$ cat src/hw/rtl/word_aligned_chunk_dispatcher_macros.svh
// Assertion macros for the chunk dispatcher RTL (used by wacd_ctrl).
// Depends on nothing; the using module provides aclk and aresetn.
`ifndef WORD_ALIGNED_CHUNK_DISPATCHER_MACROS_SVH
`define WORD_ALIGNED_CHUNK_DISPATCHER_MACROS_SVH

// Same-cycle implication, disabled in reset.
`define WACD_ASSERT_SAME(lbl, ante, cons, msg) \
    lbl: assert property (@(posedge aclk) disable iff (!aresetn) (ante) |-> (cons)) \
        else $error(msg);

// Next-cycle implication, disabled in reset.
`define WACD_ASSERT_NEXT(lbl, ante, cons, msg) \
    lbl: assert property (@(posedge aclk) disable iff (!aresetn) (ante) |=> (cons)) \
        else $error(msg);

`endif

$ cat src/hw/rtl/wacd_pkg.sv
// Shared constants, codes and controller/datapath interface types
// for the word-aligned chunk dispatcher. No dependencies.
package wacd_pkg;

    localparam int MAX_WORD    = 32;
    localparam int MAX_WORKERS = 16;

    localparam int WORD_AW  = $clog2(MAX_WORD);
    localparam int WORD_LW  = $clog2(MAX_WORD + 1);
    localparam int PTR_W    = $clog2(MAX_WORKERS);
    localparam int WORKER_W = 5;
    localparam int FILL_W   = 11;
    localparam int KIND_W   = 2;

    // result kinds
    localparam logic [KIND_W-1:0] KIND_DATA       = 2'd0;
    localparam logic [KIND_W-1:0] KIND_CHUNK_END  = 2'd1;
    localparam logic [KIND_W-1:0] KIND_END_NOTICE = 2'd2;

    // input commands
    localparam logic CMD_TEXT = 1'b0;
    localparam logic CMD_END  = 1'b1;

    // delimiters
    localparam logic [7:0] CH_SPACE = 8'h20;
    localparam logic [7:0] CH_NL    = 8'h0A;
    localparam logic [7:0] CH_TAB   = 8'h09;
    localparam logic [7:0] CH_NUL   = 8'h00;

    // config register index (paddr[2])
    localparam logic CFG_IDX_WORKERS = 1'b0;
    localparam logic CFG_IDX_LIMIT   = 1'b1;

    localparam logic [WORKER_W-1:0] WORKERS_RESET = 5'd1;
    localparam logic [FILL_W-1:0]   LIMIT_RESET   = 11'd1024;

    typedef struct packed {
        logic                accept;
        logic                emit;
        logic [KIND_W-1:0]   kind;
        logic                last;
        logic [WORKER_W-1:0] notice_worker;
        logic                advance_ptr;
        logic                add_fill;
        logic                clear_word;
        logic                clear_all;
        logic                rd_en;
        logic [WORD_AW-1:0]  rd_addr;
    } dp_cmd_t;

    typedef struct packed {
        logic                in_end;
        logic                in_delim;
        logic                need_flush;
        logic [WORD_LW-1:0]  word_len;
        logic                out_free;
        logic [WORKER_W-1:0] eff_workers;
    } dp_status_t;

endpackage

$ cat src/hw/rtl/wacd_datapath.sv
// Datapath: word buffer memory, word/chunk/worker state and the output register.
// Depends on wacd_pkg; driven by wacd_ctrl through dp_cmd_t.
module wacd_datapath import wacd_pkg::*; (
    input  logic                aclk,
    input  logic                aresetn,
    input  logic                s_cmd,
    input  logic [7:0]          s_data_byte,
    input  logic [WORKER_W-1:0] cfg_worker_count,
    input  logic [FILL_W-1:0]   cfg_chunk_limit,
    input  dp_cmd_t             dp_cmd,
    output dp_status_t          dp_status,
    input  logic                m_ready,
    output logic                m_valid,
    output logic [KIND_W-1:0]   m_kind,
    output logic [WORKER_W-1:0] m_worker,
    output logic [7:0]          m_out_byte,
    output logic                m_last,
    output logic                m_truncated
);

    logic [7:0]          word_mem [MAX_WORD];
    logic [7:0]          rd_data_reg;

    logic [WORD_LW-1:0]  word_len_reg, word_len_next;
    logic                ovf_reg, ovf_next;
    logic [FILL_W-1:0]   fill_reg, fill_next;
    logic [PTR_W-1:0]    ptr_reg, ptr_next;
    logic                m_valid_reg, m_valid_next;

    logic [KIND_W-1:0]   kind_reg;
    logic [WORKER_W-1:0] worker_reg;
    logic [7:0]          byte_reg;
    logic                last_reg;
    logic                trunc_reg;

    logic                is_delim;
    logic                in_end;
    logic                store_en;
    logic                ovf_set;
    logic [WORD_LW-1:0]  len_plus;
    logic [WORKER_W-1:0] eff_workers;
    logic [PTR_W-1:0]    eff_ptr;
    logic [WORKER_W-1:0] ptr_inc;
    logic [WORKER_W-1:0] cur_worker;
    logic [FILL_W:0]     fill_sum;
    logic                out_free;

    assign in_end   = (s_cmd == CMD_END);
    assign is_delim = (s_data_byte == CH_SPACE) || (s_data_byte == CH_NL) ||
                      (s_data_byte == CH_TAB) || (s_data_byte == CH_NUL);
    assign len_plus = word_len_reg + WORD_LW'(1);

    // word collection on an accepted text byte
    always_comb begin
        store_en = 1'b0;
        ovf_set  = 1'b0;
        if (dp_cmd.accept && !in_end) begin
            if (is_delim) begin
                store_en = (s_data_byte != CH_NUL) && (word_len_reg < WORD_LW'(MAX_WORD));
            end else if (len_plus < WORD_LW'(MAX_WORD)) begin
                store_en = 1'b1;
            end else begin
                ovf_set = 1'b1;
            end
        end
    end

    // worker count clamped to 1..MAX_WORKERS; stale pointer restarts at 0
    always_comb begin
        if (cfg_worker_count == '0) begin
            eff_workers = WORKER_W'(1);
        end else if (cfg_worker_count > WORKER_W'(MAX_WORKERS)) begin
            eff_workers = WORKER_W'(MAX_WORKERS);
        end else begin
            eff_workers = cfg_worker_count;
        end
    end

    assign eff_ptr    = (WORKER_W'(ptr_reg) >= eff_workers) ? '0 : ptr_reg;
    assign ptr_inc    = WORKER_W'(eff_ptr) + WORKER_W'(1);
    assign cur_worker = ptr_inc;
    assign fill_sum   = (FILL_W + 1)'(fill_reg) + (FILL_W + 1)'(word_len_reg);
    assign out_free   = !m_valid_reg || m_ready;

    always_comb begin
        word_len_next = word_len_reg;
        ovf_next      = ovf_reg;
        fill_next     = fill_reg;
        ptr_next      = ptr_reg;
        if (dp_cmd.clear_all) begin
            word_len_next = '0;
            ovf_next      = 1'b0;
            fill_next     = '0;
            ptr_next      = '0;
        end else begin
            if (dp_cmd.clear_word) begin
                word_len_next = '0;
                ovf_next      = 1'b0;
            end else begin
                if (store_en) word_len_next = len_plus;
                if (ovf_set)  ovf_next = 1'b1;
            end
            if (dp_cmd.advance_ptr) begin
                fill_next = '0;
                ptr_next  = (ptr_inc >= eff_workers) ? '0 : ptr_inc[PTR_W-1:0];
            end else begin
                if (dp_cmd.add_fill) fill_next = fill_sum[FILL_W-1:0];
                // a stale pointer settles to 0 once it has been used
                if (dp_cmd.emit) ptr_next = eff_ptr;
            end
        end
    end

    always_comb begin
        m_valid_next = m_valid_reg;
        if (dp_cmd.emit) begin
            m_valid_next = 1'b1;
        end else if (m_ready) begin
            m_valid_next = 1'b0;
        end
    end

    always_ff @(posedge aclk) begin
        if (!aresetn) begin
            word_len_reg <= '0;
            ovf_reg      <= 1'b0;
            fill_reg     <= '0;
            ptr_reg      <= '0;
            m_valid_reg  <= 1'b0;
        end else begin
            word_len_reg <= word_len_next;
            ovf_reg      <= ovf_next;
            fill_reg     <= fill_next;
            ptr_reg      <= ptr_next;
            m_valid_reg  <= m_valid_next;
        end
    end

    always_ff @(posedge aclk) begin
        if (store_en) begin
            word_mem[word_len_reg[WORD_AW-1:0]] <= s_data_byte;
        end
        if (dp_cmd.rd_en) begin
            rd_data_reg <= word_mem[dp_cmd.rd_addr];
        end
    end

    // result payload
    always_ff @(posedge aclk) begin
        if (dp_cmd.emit) begin
            kind_reg   <= dp_cmd.kind;
            worker_reg <= (dp_cmd.kind == KIND_END_NOTICE) ? dp_cmd.notice_worker
                                                           : cur_worker;
            byte_reg   <= (dp_cmd.kind == KIND_DATA) ? rd_data_reg : 8'h00;
            trunc_reg  <= (dp_cmd.kind == KIND_DATA) && ovf_reg;
            last_reg   <= dp_cmd.last;
        end
    end

    always_comb begin
        dp_status.in_end      = in_end;
        dp_status.in_delim    = is_delim;
        dp_status.need_flush  = fill_sum > (FILL_W + 1)'(cfg_chunk_limit);
        dp_status.word_len    = word_len_reg;
        dp_status.out_free    = out_free;
        dp_status.eff_workers = eff_workers;
    end

    assign m_valid     = m_valid_reg;
    assign m_kind      = kind_reg;
    assign m_worker    = worker_reg;
    assign m_out_byte  = byte_reg;
    assign m_last      = last_reg;
    assign m_truncated = trunc_reg;

endmodule

$ cat src/hw/rtl/wacd_ctrl.sv
// Controller FSM: sequences word commit, chunk flush, byte replay and end notices.
// Depends on wacd_pkg and word_aligned_chunk_dispatcher_macros.svh.
`include "word_aligned_chunk_dispatcher_macros.svh"

module wacd_ctrl import wacd_pkg::*; (
    input  logic       aclk,
    input  logic       aresetn,
    input  logic       s_valid,
    output logic       s_ready,
    input  dp_status_t dp_status,
    output dp_cmd_t    dp_cmd
);

    localparam logic [2:0] ST_IDLE   = 3'd0;
    localparam logic [2:0] ST_COMMIT = 3'd1;
    localparam logic [2:0] ST_FLUSH  = 3'd2;
    localparam logic [2:0] ST_DATA   = 3'd3;
    localparam logic [2:0] ST_FIN    = 3'd4;
    localparam logic [2:0] ST_ENDCH  = 3'd5;
    localparam logic [2:0] ST_NOTICE = 3'd6;

    logic [2:0]          state_reg, state_next;
    logic                end_reg, end_next;
    logic [WORD_LW-1:0]  idx_reg, idx_next;
    logic [WORKER_W-1:0] ncnt_reg, ncnt_next;

    logic [WORD_LW-1:0]  idx_plus;
    logic                data_done;
    logic                notice_done;

    assign s_ready     = (state_reg == ST_IDLE);
    assign idx_plus    = idx_reg + WORD_LW'(1);
    assign data_done   = (idx_plus == dp_status.word_len);
    assign notice_done = (ncnt_reg == dp_status.eff_workers);

    always_comb begin
        state_next = state_reg;
        end_next   = end_reg;
        idx_next   = idx_reg;
        ncnt_next  = ncnt_reg;
        dp_cmd     = '0;
        dp_cmd.accept = s_valid && s_ready;

        unique case (state_reg)
            ST_IDLE: begin
                if (dp_cmd.accept) begin
                    end_next = dp_status.in_end;
                    if (dp_status.in_end || dp_status.in_delim) begin
                        state_next = ST_COMMIT;
                    end
                end
            end
            ST_COMMIT: begin
                // prefetch first word byte
                dp_cmd.rd_en   = 1'b1;
                dp_cmd.rd_addr = '0;
                idx_next       = '0;
                if (dp_status.need_flush) begin
                    state_next = ST_FLUSH;
                end else if (dp_status.word_len != '0) begin
                    state_next = ST_DATA;
                end else begin
                    state_next = ST_FIN;
                end
            end
            ST_FLUSH: begin
                if (dp_status.out_free) begin
                    dp_cmd.emit        = 1'b1;
                    dp_cmd.kind        = KIND_CHUNK_END;
                    dp_cmd.last        = !end_reg && (dp_status.word_len == '0);
                    dp_cmd.advance_ptr = 1'b1;
                    state_next = (dp_status.word_len != '0) ? ST_DATA : ST_FIN;
                end
            end
            ST_DATA: begin
                if (dp_status.out_free) begin
                    dp_cmd.emit    = 1'b1;
                    dp_cmd.kind    = KIND_DATA;
                    dp_cmd.last    = !end_reg && data_done;
                    dp_cmd.rd_en   = 1'b1;
                    dp_cmd.rd_addr = idx_plus[WORD_AW-1:0];
                    idx_next       = idx_plus;
                    if (data_done) state_next = ST_FIN;
                end
            end
            ST_FIN: begin
                dp_cmd.add_fill   = 1'b1;
                dp_cmd.clear_word = 1'b1;
                state_next = end_reg ? ST_ENDCH : ST_IDLE;
            end
            ST_ENDCH: begin
                if (dp_status.out_free) begin
                    dp_cmd.emit        = 1'b1;
                    dp_cmd.kind        = KIND_CHUNK_END;
                    dp_cmd.advance_ptr = 1'b1;
                    ncnt_next  = WORKER_W'(1);
                    state_next = ST_NOTICE;
                end
            end
            ST_NOTICE: begin
                if (dp_status.out_free) begin
                    dp_cmd.emit          = 1'b1;
                    dp_cmd.kind          = KIND_END_NOTICE;
                    dp_cmd.notice_worker = ncnt_reg;
                    dp_cmd.last          = notice_done;
                    if (notice_done) begin
                        dp_cmd.clear_all = 1'b1;
                        state_next = ST_IDLE;
                    end else begin
                        ncnt_next = ncnt_reg + WORKER_W'(1);
                    end
                end
            end
            default: begin
                state_next = ST_IDLE;
            end
        endcase
    end

    always_ff @(posedge aclk) begin
        if (!aresetn) begin
            state_reg <= ST_IDLE;
            end_reg   <= 1'b0;
            idx_reg   <= '0;
            ncnt_reg  <= '0;
        end else begin
            state_reg <= state_next;
            end_reg   <= end_next;
            idx_reg   <= idx_next;
            ncnt_reg  <= ncnt_next;
        end
    end

    `WACD_ASSERT_SAME(a_emit_free, dp_cmd.emit, dp_status.out_free, "emit while output busy")
    `WACD_ASSERT_SAME(a_data_idx, state_reg == ST_DATA, idx_reg < dp_status.word_len, "replay index past word")
    `WACD_ASSERT_SAME(a_notice_range, state_reg == ST_NOTICE, (ncnt_reg != '0) && (ncnt_reg <= dp_status.eff_workers), "notice worker out of range")
    `WACD_ASSERT_NEXT(a_notice_done, (state_reg == ST_NOTICE) && dp_cmd.emit && dp_cmd.last, state_reg == ST_IDLE, "no return to idle after last notice")

endmodule

$ cat src/hw/rtl/word_aligned_chunk_dispatcher.sv
// Top level of the word-aligned chunk dispatcher: config registers and wiring.
// Depends on wacd_pkg, wacd_ctrl and wacd_datapath.
//
//   channel   handshake          payload
//   s_*       s_valid/s_ready    s_cmd, s_data_byte
//   m_*       m_valid/m_ready    m_kind, m_worker, m_out_byte, m_last, m_truncated
//   apb       psel/penable       paddr, pwrite, pwdata, prdata, pready
//
// Plain text bytes are taken one per cycle. A delimiter commits the word: a chunk end
// first if the chunk would overflow, then one replay read of the word buffer per byte.
// End of input also closes the chunk and sends an end notice per active worker, one
// result per cycle. A stalled m_ready holds the sequencer; the input waits while a word
// is committed or the stream is closed.
// Reset is synchronous (aresetn low); all stream state clears, registers go to defaults.
module word_aligned_chunk_dispatcher import wacd_pkg::*; (
    input  logic                aclk,
    input  logic                aresetn,
    input  logic                s_valid,
    output logic                s_ready,
    input  logic                s_cmd,
    input  logic [7:0]          s_data_byte,
    output logic                m_valid,
    input  logic                m_ready,
    output logic [KIND_W-1:0]   m_kind,
    output logic [WORKER_W-1:0] m_worker,
    output logic [7:0]          m_out_byte,
    output logic                m_last,
    output logic                m_truncated,
    input  logic                psel,
    input  logic                penable,
    input  logic                pwrite,
    input  logic [2:0]          paddr,
    input  logic [31:0]         pwdata,
    output logic [31:0]         prdata,
    output logic                pready
);

    logic [WORKER_W-1:0] worker_count_reg;
    logic [FILL_W-1:0]   chunk_limit_reg;
    logic                cfg_wr;
    dp_cmd_t             dp_cmd;
    dp_status_t          dp_status;

    assign pready = 1'b1;
    assign cfg_wr = psel && penable && pwrite && pready;

    always_ff @(posedge aclk) begin
        if (!aresetn) begin
            worker_count_reg <= WORKERS_RESET;
            chunk_limit_reg  <= LIMIT_RESET;
        end else if (cfg_wr) begin
            unique case (paddr[2])
                CFG_IDX_WORKERS: worker_count_reg <= pwdata[WORKER_W-1:0];
                CFG_IDX_LIMIT:   chunk_limit_reg  <= pwdata[FILL_W-1:0];
                default: ;
            endcase
        end
    end

    always_comb begin
        unique case (paddr[2])
            CFG_IDX_WORKERS: prdata = 32'(worker_count_reg);
            CFG_IDX_LIMIT:   prdata = 32'(chunk_limit_reg);
            default:         prdata = '0;
        endcase
    end

    wacd_ctrl u_ctrl (
        .aclk      (aclk),
        .aresetn   (aresetn),
        .s_valid   (s_valid),
        .s_ready   (s_ready),
        .dp_status (dp_status),
        .dp_cmd    (dp_cmd)
    );

    wacd_datapath u_datapath (
        .aclk             (aclk),
        .aresetn          (aresetn),
        .s_cmd            (s_cmd),
        .s_data_byte      (s_data_byte),
        .cfg_worker_count (worker_count_reg),
        .cfg_chunk_limit  (chunk_limit_reg),
        .dp_cmd           (dp_cmd),
        .dp_status        (dp_status),
        .m_ready          (m_ready),
        .m_valid          (m_valid),
        .m_kind           (m_kind),
        .m_worker         (m_worker),
        .m_out_byte       (m_out_byte),
        .m_last           (m_last),
        .m_truncated      (m_truncated)
    );

endmodule

$ cat config.mk
export PLATFORM = sky130hd
export DESIGN_NAME = word_aligned_chunk_dispatcher
export DESIGN_NICKNAME = d
export VERILOG_FILES = /design/src/hw/rtl/wacd_pkg.sv /design/src/hw/rtl/wacd_datapath.sv /design/src/hw/rtl/wacd_ctrl.sv /design/src/hw/rtl/word_aligned_chunk_dispatcher.sv
export VERILOG_INCLUDE_DIRS = /design/src /design/src/hw/rtl
export SDC_FILE = /design/constraint.sdc
export NUM_CORES = 1
export LEC_CHECK = 0
export ABC_AREA = 1
export BUFFER_PORTS_ARGS = -buffer_cell sky130_fd_sc_hd__buf_2
export CAP_MARGIN = 5
export CORE_ASPECT_RATIO = 1.25
export CORE_MARGIN = 4
export CORE_UTILIZATION = 50
export DETAILED_ROUTE_END_ITERATION = 10
export HOLD_SLACK_MARGIN = 0.1
export PLACE_DENSITY = 0.74
export REMOVE_ABC_BUFFERS = 1
export SYNTH_ARGS = -nofsm -noshare
export SYNTH_HDL_FRONTEND = slang
export SYNTH_HIERARCHICAL = 1
export SYNTH_SLANG_ARGS = --single-unit
$ cat constraint.sdc
create_clock -name aclk -period 5.3 [get_ports aclk]
set_clock_uncertainty 0.1 [all_clocks]
set_input_delay 0.265 -clock aclk [delete_from_list [all_inputs] [get_ports aclk]]
set_output_delay 0.265 -clock aclk [all_outputs]
set_load 0.02 [all_outputs]
## Word-level counts from Yosys, hierarchy flattened

Memories as Yosys holds them, arrays and structs flattened. A register that Yosys moved wholly into a read port is not among the register bits.
Index checks and enable logic that the tools add are counted.
Widths: inputs -> output; s select.

- Bits in registers: 71
- RAM bits: 256
- Output and inout port bits: 52
- Memories: 1

- $add $sub $neg: 5
- $lt $le $gt $ge: 6
- Eq/ne operators: 21
- Multiplexer cells: 51
- Bitwise operators: 2
- Reduce and logical (&&, ||, !) cells: 37

Memories:

| name | depth | bits a word | rd ports | clocked after Yosys merged registers in | wr ports | line | source |
|---|---|---|---|---|---|---|---|
| u_datapath.word_mem | 32 | 8 | 1 | 1 | 1 | wacd_datapath.sv:21 | `logic [7:0] word_mem [MAX_WORD];` |

Operator list:

| kind | count |
|---|---|
| $pmux 32 s2 | 1 |
| $mux 3 | 12 |
| $mux 5 | 7 |
| $mux 4 | 6 |
| $pmux 6 s2 | 2 |
| $pmux 3 s7 | 1 |
| $eq 8x4->1 const B | 2 |
| $mux 1 | 15 |
| $ne 2x1->1 const B | 7 |
| $add 11x6->12 | 1 |
| $add 6x1->6 const B | 2 |
| $gt 12x11->1 | 1 |
| $lt 6x6->1 const B | 2 |
| $mux 6 | 2 |
| $pmux 3 s4 | 1 |
| $pmux 5 s2 | 1 |
| $eq 3x3->1 const B | 3 |
| $mux 9 | 1 |
| $eq 8x6->1 const B | 1 |
| $logic_and 1x1->1 | 8 |
| $logic_not 8->1 | 1 |
| $reduce_and 2->1 | 4 |
| $reduce_and 8->1 | 1 |
| $reduce_bool 2->1 | 4 |
| 25 further kinds | 36 |

## Longest topological paths before layout

Gate-level depths: netlist (run 1).

- Word-level depth: 9
- Mapped depth: 26

## By module

The synthesis (run 1) kept the hierarchy.

Modules (own cells, without submodules):

| module | times used | cells each | area an instance (um^2) | sequential area each (um^2) |
|---|---|---|---|---|
| wacd_datapath | 1 | 1,143 | 13,122.6 | 8,898.5 |
| wacd_ctrl | 1 | 223 | 1,280.0 | 300.3 |
| word_aligned_chunk_dispatcher | 1 | 153 | 955.9 | 320.3 |

## Worst setup path before layout (run 1)

OpenSTA, ideal clock, no wires.

- Path kind: flip-flop to flip-flop
- Start: register u_datapath.word_len_reg[0]
- End: register u_ctrl.state_reg[0]
- Arrival time: 2,794 ps
- Path slack: 2,342 ps
- Stages on the path, launching flop included: 21
- Path through: dfxtp_1 > ha_1 > fa_1 > nand3_1 > nand2_1 > nand2_1 > o21ai_0 > xor2_1 > ha_1 > nand2_1 > nor4_1 > nand4_1 > nand2_1 > nand2_1 > inv_1 > nand2_1 > a21oi_1 > nor3_1 > nand3_1 > nand2_1 > nor2_1

RTL lines:

| what | line | source |
|---|---|---|
| from (decl) | wacd_datapath.sv:24 | `logic [WORD_LW-1:0] word_len_reg, word_len_next;` |
| from (signal assigned) | wacd_datapath.sv:131 | `word_len_reg <= word_len_next;` |
| to (signal assigned) | wacd_ctrl.sv:127 | `state_reg <= state_next;` |
| to (decl) | wacd_ctrl.sv:22 | `logic [2:0] state_reg, state_next;` |

==> metrics, run 1 <==
status=finished, final reports clean; grt met3 use=0.0309; IO buf count=57; Layout fillers=approximately 2500; cell taking the most area after synthesis=edfxtp_1; share of cells above drive strength 1=0.0932; type of the worst min-delay path=in -> reg; Die Y=between 200 and 250 um; Distinct cells, synth=39; gr busiest metal=met2; share of the synthesized area in the top cell type=0.549; R2R depth=11; vias=roughly 11000; total of max-cap violations=0; post-CTS setup buffers=0; hpwl dp=about 22 mm; total global routing overflow=0; M1 GR Usage=0.257; R2R setup slack=between 1.5 and 2 ns; Core Area=0.0302 mm^2; Slew headroom=0.337; CTS Buf Count=34; CP startpoint=m_ready; commonest cells after routing, fill and taps aside=281 x edfxtp_1, 265 x nor2_1, 179 x nand2_1, 167 x o21ai_0, 138 x inv_1; power per standard cell area=between 300 and 400 mW/mm^2; CP arrival=3.92 ns; final hold viol count=0; clock slew at reported path FFs=0.06 ns; Post-synth ARST share=0; Starting DRT DRC Count=924; Syn Std Cell Area=around 0.015 mm^2; crit path max fanout=32; critical path's top delay family=buffers and inverters; net count reported at finish=~1700; CP Buf/Inv Count=7; Finish-stage setup viols=0; Ports=just over 100; Seq/Total Area, Yosys=0.620; post-route ant nets=0; Max Slew Vio Count=0; Crit path depth=13; CTS tree=done; Placer Congestion=around 0.8; RSZ-0062 raised after global routing=no; r2r endpoint=u_datapath/rd_data_reg[0]$_DFFE_PP_; critical path cell sequence=dlygate4sd3_1 -> buf_2 -> inv_1 -> nand2_1 -> inv_1 -> nor2_1 -> inv_1 -> nor2_2 -> buf_4 -> clkinv_1 -> o21ai_0 -> nand3_1 -> and2_1; max reg flops=between 200 and 300; first-pass GRT wire length=approximately 57 mm; Tmin final=roughly 3.7 ns; chip width=~160 um; crit-path max cell delay=0.66 ns; initial antenna violation count=0; worst skew pair latency=0.51 ns; Starting Density=0.508; Mapped Cells=~1500; Setup TNS=0 ns; GR Layer Usage met2=0.386; crit share post-route=0.707; critical path required time=5.47 ns; wire per inst=17.8 um; vias per cell=roughly 5.6; Worst path slowest cell=clkinv_1; Top cell by count, worst path=inv_1; Worst Max-Slew Pin Slew=approximately 1.0 ns; # H-tree levels=2; Diodes inserted=0; WL final=about 36 mm; dominant cells by area after synthesis=edfxtp_1 55%, dfxtp_1 7.0%, nor2_1 6.5%, o21ai_0 5.4%, nand2_1 4.4%; GRT Util Overall=0.213; Max VDD drop=around 0.22 mV; TritonRoute pass-1 iters=5; Area growth syn-to-layout=11.6%; Syn Area/Cell=around 10 um^2; Pwr Total=6710 uW; drt drc=0; CTS sink count=between 300 and 400; Rows=71; clock root buffer=clkbuf_16; Setup CP Type=in -> reg; vias in the first global route=between 10000 and 15000; Post-synth top flop=edfxtp_1; reg2reg start=u_ctrl/state_reg[0]$_SDFFE_PN0P_; Leak=around 0.0064 uW; Max Fclk=~0.27 GHz; Die ar.=~0.034 mm^2; Clock Tree Buf Depth=3; #FFs+latches synth=335; CP Launch Type=primary input; largest net degree at the start of global routing=136; crit path capture=u_datapath/rd_data_reg[0]$_DFFE_PP_; Setup crit end kind=flop; final core occ=0.567; EDFF count, synth=281; most common cell after layout, fill and taps aside=edfxtp_1; synth warn=6
[synth_stat cells, drive strengths merged, types with 3 or more instances]
cell / count
nor3: 10
o21a: 3
clkbuf: 42
o21ai: 170
o221ai: 52
nand4: 12
and2: 8
nand2: 187
inv: 145
clkinv: 3
nor2: 272
dfxtp: 54
a21oi: 59
edfxtp: 281
buf: 52
ha: 32
xor2: 15
nand3: 103
o22ai: 6
[worst min-delay path, delay by kind of cell]
kind	cells	cell delay, ns
and+or+nand+nor	3	0.25
buffers and inverters	1	0.23
[report_power, final]
part           switching, uW  total, uW  leakage (uW)  internal (uW)
Combinational            883       1270       0.00294            386
Sequential              86.3       3140       0.00297           3060
Clock                    974       2300      0.000504           1320
Total                   1940       6710       0.00642           4760
[layer usage]
layer,vias to the layer above,wire length [um]
met5,-,0
met4,0,1140
met3,86,2260
met2,403,18700
met1,5353,13600
li1,5331,-
[timing repair]
item | 4_1_cts | 5_1_grt
gates resized for setup | 0 | 0
hold buffers | 21 | 0
hold endpoints to repair | 23 | 0
[area by class of cell]
| type | instances | area, um^2 | area share |
|---|---|---|---|
| clock buffer | 46 | 917 | 0.0535 |
| clock inverter | 13 | 139 | 0.00811 |
| inverter | 148 | 556 | 0.0324 |
| multi-input combinational | 962 | 4870 | 0.284 |
| sequential | 335 | 9520 | 0.556 |
| tap | 401 | 502 | 0.0293 |
| timing repair buffer | 94 | 628 | 0.0367 |
[through the flow]
stage                     std cells  cell area (um^2)  worst slack, ns  hold slack (ns)
after global placement         1919             15900             1.68            0.353
after floorplan                1445             14900            -3.53            0.250
after CTS                      1999             17100             1.63            0.140
final                          1999             17100             1.55            0.177
after global routing           1999             17100             1.31            0.203
after detailed placement       1919             15900             1.67            0.363
[worst min path at each step]
stage	to	cells after the start	slack, ns	from
after global placement	u_datapath/fill_reg[0]$_SDFFE_PP0P_	2	0.35	u_datapath/fill_reg[0]$_SDFFE_PP0P_
after CTS	chunk_limit_reg[0]$_SDFFE_PN0P_	6	0.14	pwrite
after floorplan	chunk_limit_reg[10]$_SDFFE_PN1P_	1	0.25	aresetn
final	chunk_limit_reg[9]$_SDFFE_PN0P_	4	0.18	paddr[2]
after global routing	chunk_limit_reg[0]$_SDFFE_PN0P_	4	0.20	paddr[2]
after detailed placement	u_datapath/fill_reg[0]$_SDFFE_PP0P_	2	0.36	u_datapath/fill_reg[0]$_SDFFE_PP0P_
[cells by family (layout without fill, tap and decap cells)]
group | Yosys count | count (layout) | synth area share
adder cells (fa/ha/maj) | 33 | 33 | 0.0274
flip-flops | 335 | 335 | 0.620
AND/OR/NAND/NOR | 596 | 596 | 0.163
AO/OA/AOI/OAI | 294 | 294 | 0.111
other | 2 | 22 | 0.000489
buffers and inverters | 242 | 301 | 0.0689
XOR/XNOR | 17 | 17 | 0.00969
Note: power is estimated with default switching activity, not from simulation.
==> inputs of run 2 (changes only) <==
Settings changed: ABC_AREA 1 to 0, PLACE_DENSITY 0.74 to 0.77.
Clock period 5.3 ns to 3.31 ns, I/O delays scaled along.
==> run 2 against run 1 <==
Against the previous run: the run now ends with setup timing left; register-to-register slack worse by 1.7 ns; critical path depth grew 3; flip-flop and latch count did not move; via count down 19%; first-iteration DRC count down 16%; combinational power hardly changed; final cell count decreased by 22%; synthesized cell count down 34%; final area rose by 3.2%; largest cell class unchanged.
==> metrics, run 2 <==
WL final=between 30 and 40 mm; cell taking the most area after synthesis=edfxtp_1; Top Layer Used=met4; vias in the first global route=roughly 9300; Starting Density=0.505; wire per inst=about 22 um; critical path's top delay family=compound AO/OA/AOI/OAI gates; net count reported at finish=1219; critical path required time=~3.6 ns; Core Area=approximately 0.03 mm^2; total of max-cap violations=0; Syn Std Cell Area=approximately 0.015 mm^2; EDFF count, synth=approximately 280; commonest cells after routing, fill and taps aside=281 x edfxtp_1, 80 x mux4_2, 58 x buf_4, 57 x buf_2, 55 x nand2_1; met3 routed WL=approximately 2.2 mm; Mapped Cells=roughly 1000; CP Launch Type=flop; # H-tree levels=2; Ports=103; critical path cell sequence=ha_4 -> a21o_1 -> a21o_1 -> a2111oi_2 -> buf_4 -> nand3b_1 -> xnor2_1 -> ha_1 -> nand4_1 -> nor2_1 -> a41o_1 -> o32ai_2 -> inv_1 -> a31oi_2 -> a221oi_2 -> a41o_1; RSZ-0062 raised after global routing=yes; Worst Max-Slew Pin Slew=between 0.8 and 0.9 ns; CTS Buf Count=34; Pwr Total=between 9000 and 10000 uW; Worst path slowest cell=a2111oi_2; top-count cell post-synth=edfxtp_1; worst skew pair latency=between 0.5 and 0.6 ns; synth warn=6; Clock Tree Buf Depth=3; Flop pwr share=0.496; DRT met1 WL=13.1 mm; clock root buffer=clkbuf_16; final hold viol count=0; #FFs+latches synth=335; Die ar.=around 0.033 mm^2; CTS sink count=335; vias=about 9100; status=finished, violations left; Setup crit end kind=flop; crit path max fanout=3; clock share of power=0.371; vias per cell=about 5.8; hpwl dp=~22 mm; Net Switching=~2400 uW; share of the synthesized area in the top cell type=0.557; Max Fclk=0.298 GHz; Seq/Total Area, Yosys=0.628; Syn Area/Cell=approximately 15 um^2; failing checks=setup timing; Fin Hold WS=0.128 ns; Sw Share=0.247; CP Buf/Inv Count=2; power per standard cell area=~550 mW/mm^2; type of the worst min-delay path=in -> reg; setup ws final=-0.0444 ns; share of cells above drive strength 1=0.261; Leak=0.00617 uW; clock slew at reported path FFs=around 0.060 ns; Starting DRT DRC Count=approximately 770; max reg flops=between 200 and 300; dominant cells by area after synthesis=edfxtp_1 56%, mux4_2 12%, dfxtp_1 7.1%, ha_1 2.6%, mux2i_1 1.5%; drt drc=0; Logic pwr share=0.133; Finish-stage setup viols=3; Max VDD drop=around 0.43 mV; GRT Util Overall=0.205; largest net degree at the start of global routing=44; post-route ant nets=0; Tmin final=about 3.4 ns; Setup CP Type=reg -> reg; chip width=between 150 and 200 um; initial antenna violation count=1; most common cell after layout, fill and taps aside=edfxtp_1; Die Y=~200 um; Slew headroom=0.448; CP arrival=around 3.7 ns; total global routing overflow=0; Max Slew Vio Count=0; Post-synth top flop=edfxtp_1; Area growth syn-to-layout=16.7%; TritonRoute pass-1 iters=5; met2 WL=17.9 mm; dpl ws=-0.226 ns; Rows=slightly above 70; Placer Congestion=roughly 0.88; Power Internal=roughly 7300 uW; Commonest cells post-synth=281 x edfxtp_1, 80 x mux4_2, 55 x nand2_1; crit-path max cell delay=around 0.35 ns; first-pass GRT wire length=53.0 mm; crit share post-route=1.01; IO buf count=57; Post-synth ARST share=0; Setup TNS=-0.0792 ns; Distinct cells, synth=70; CTS tree=done
## run 2: per-stage QoR
stage / utilization / cells / instance area [um^2]
after floorplan: - / 945 / 14800
after global placement: 0.539 / 1464 / 16200
after detailed placement: 0.539 / 1464 / 16200
after CTS: 0.586 / 1557 / 17600
after global routing: 0.589 / 1561 / 17700
final: 0.589 / 1561 / 17700
## run 2: layout make-up
type	count	area, um^2
fillers	2272	12300
flip-flops and latches	335	9520
multi-input cells	580	5330
repair buffers	154	1180
clock buffers	44	910
well taps	401	502
clock inverters	16	129
inverters	30	113
diodes	1	2.50
## run 2: final timing paths
check	start	end	slack, ns	cells after the start
hold / removal	s_data_byte[6]	u_datapath/word_mem[31][6]$_DFFE_PP_	0.13	2
setup / recovery	u_datapath/word_len_reg[1]$_SDFFE_PP0P_	u_ctrl/state_reg[2]$_SDFFE_PN0P_	-0.04	16
hold reg to reg	chunk_limit_reg[2]$_SDFFE_PN0P_	chunk_limit_reg[2]$_SDFFE_PN0P_	0.37	2
setup reg to reg	u_datapath/word_len_reg[1]$_SDFFE_PP0P_	u_ctrl/state_reg[2]$_SDFFE_PN0P_	-0.04	16
## run 2: metal layers
metal	vias up	GRT usage
li1	4102	-
met1	4562	0.256
met2	361	0.365
met3	56	0.0339
met4	0	0.0665
met5	-	0
## run 2: timing repair
action | CTS | global route
gates resized for setup | 8 | 16
endpoints found under the setup margin | 3 | 113
endpoints found under the hold margin | 71 | 0
pin swaps | 9 | 16
hold buffers | 32 | 0
buffers inserted | 1 | 3
## run 2: kinds of logic after synthesis
| family | synth area share |
|---|---|
| flops | 0.628 |
| simple gates | 0.0922 |
| compound gates | 0.0549 |
| mux | 0.147 |
| buf+inv | 0.0337 |
| fa+ha+maj | 0.0277 |
| xor+xnor | 0.0165 |
| other cells | 0.000495 |
## run 2: power by group through the flow
stage               clock [uW]  sequential (uW)  combinational (uW)
detailed placement           0             4880                1180
floorplan                    0             4960                 657
finish                    3590             4790                1280
global route              3850             4800                1390
CTS                       3670             4790                1230
global placement             0             4880                1160
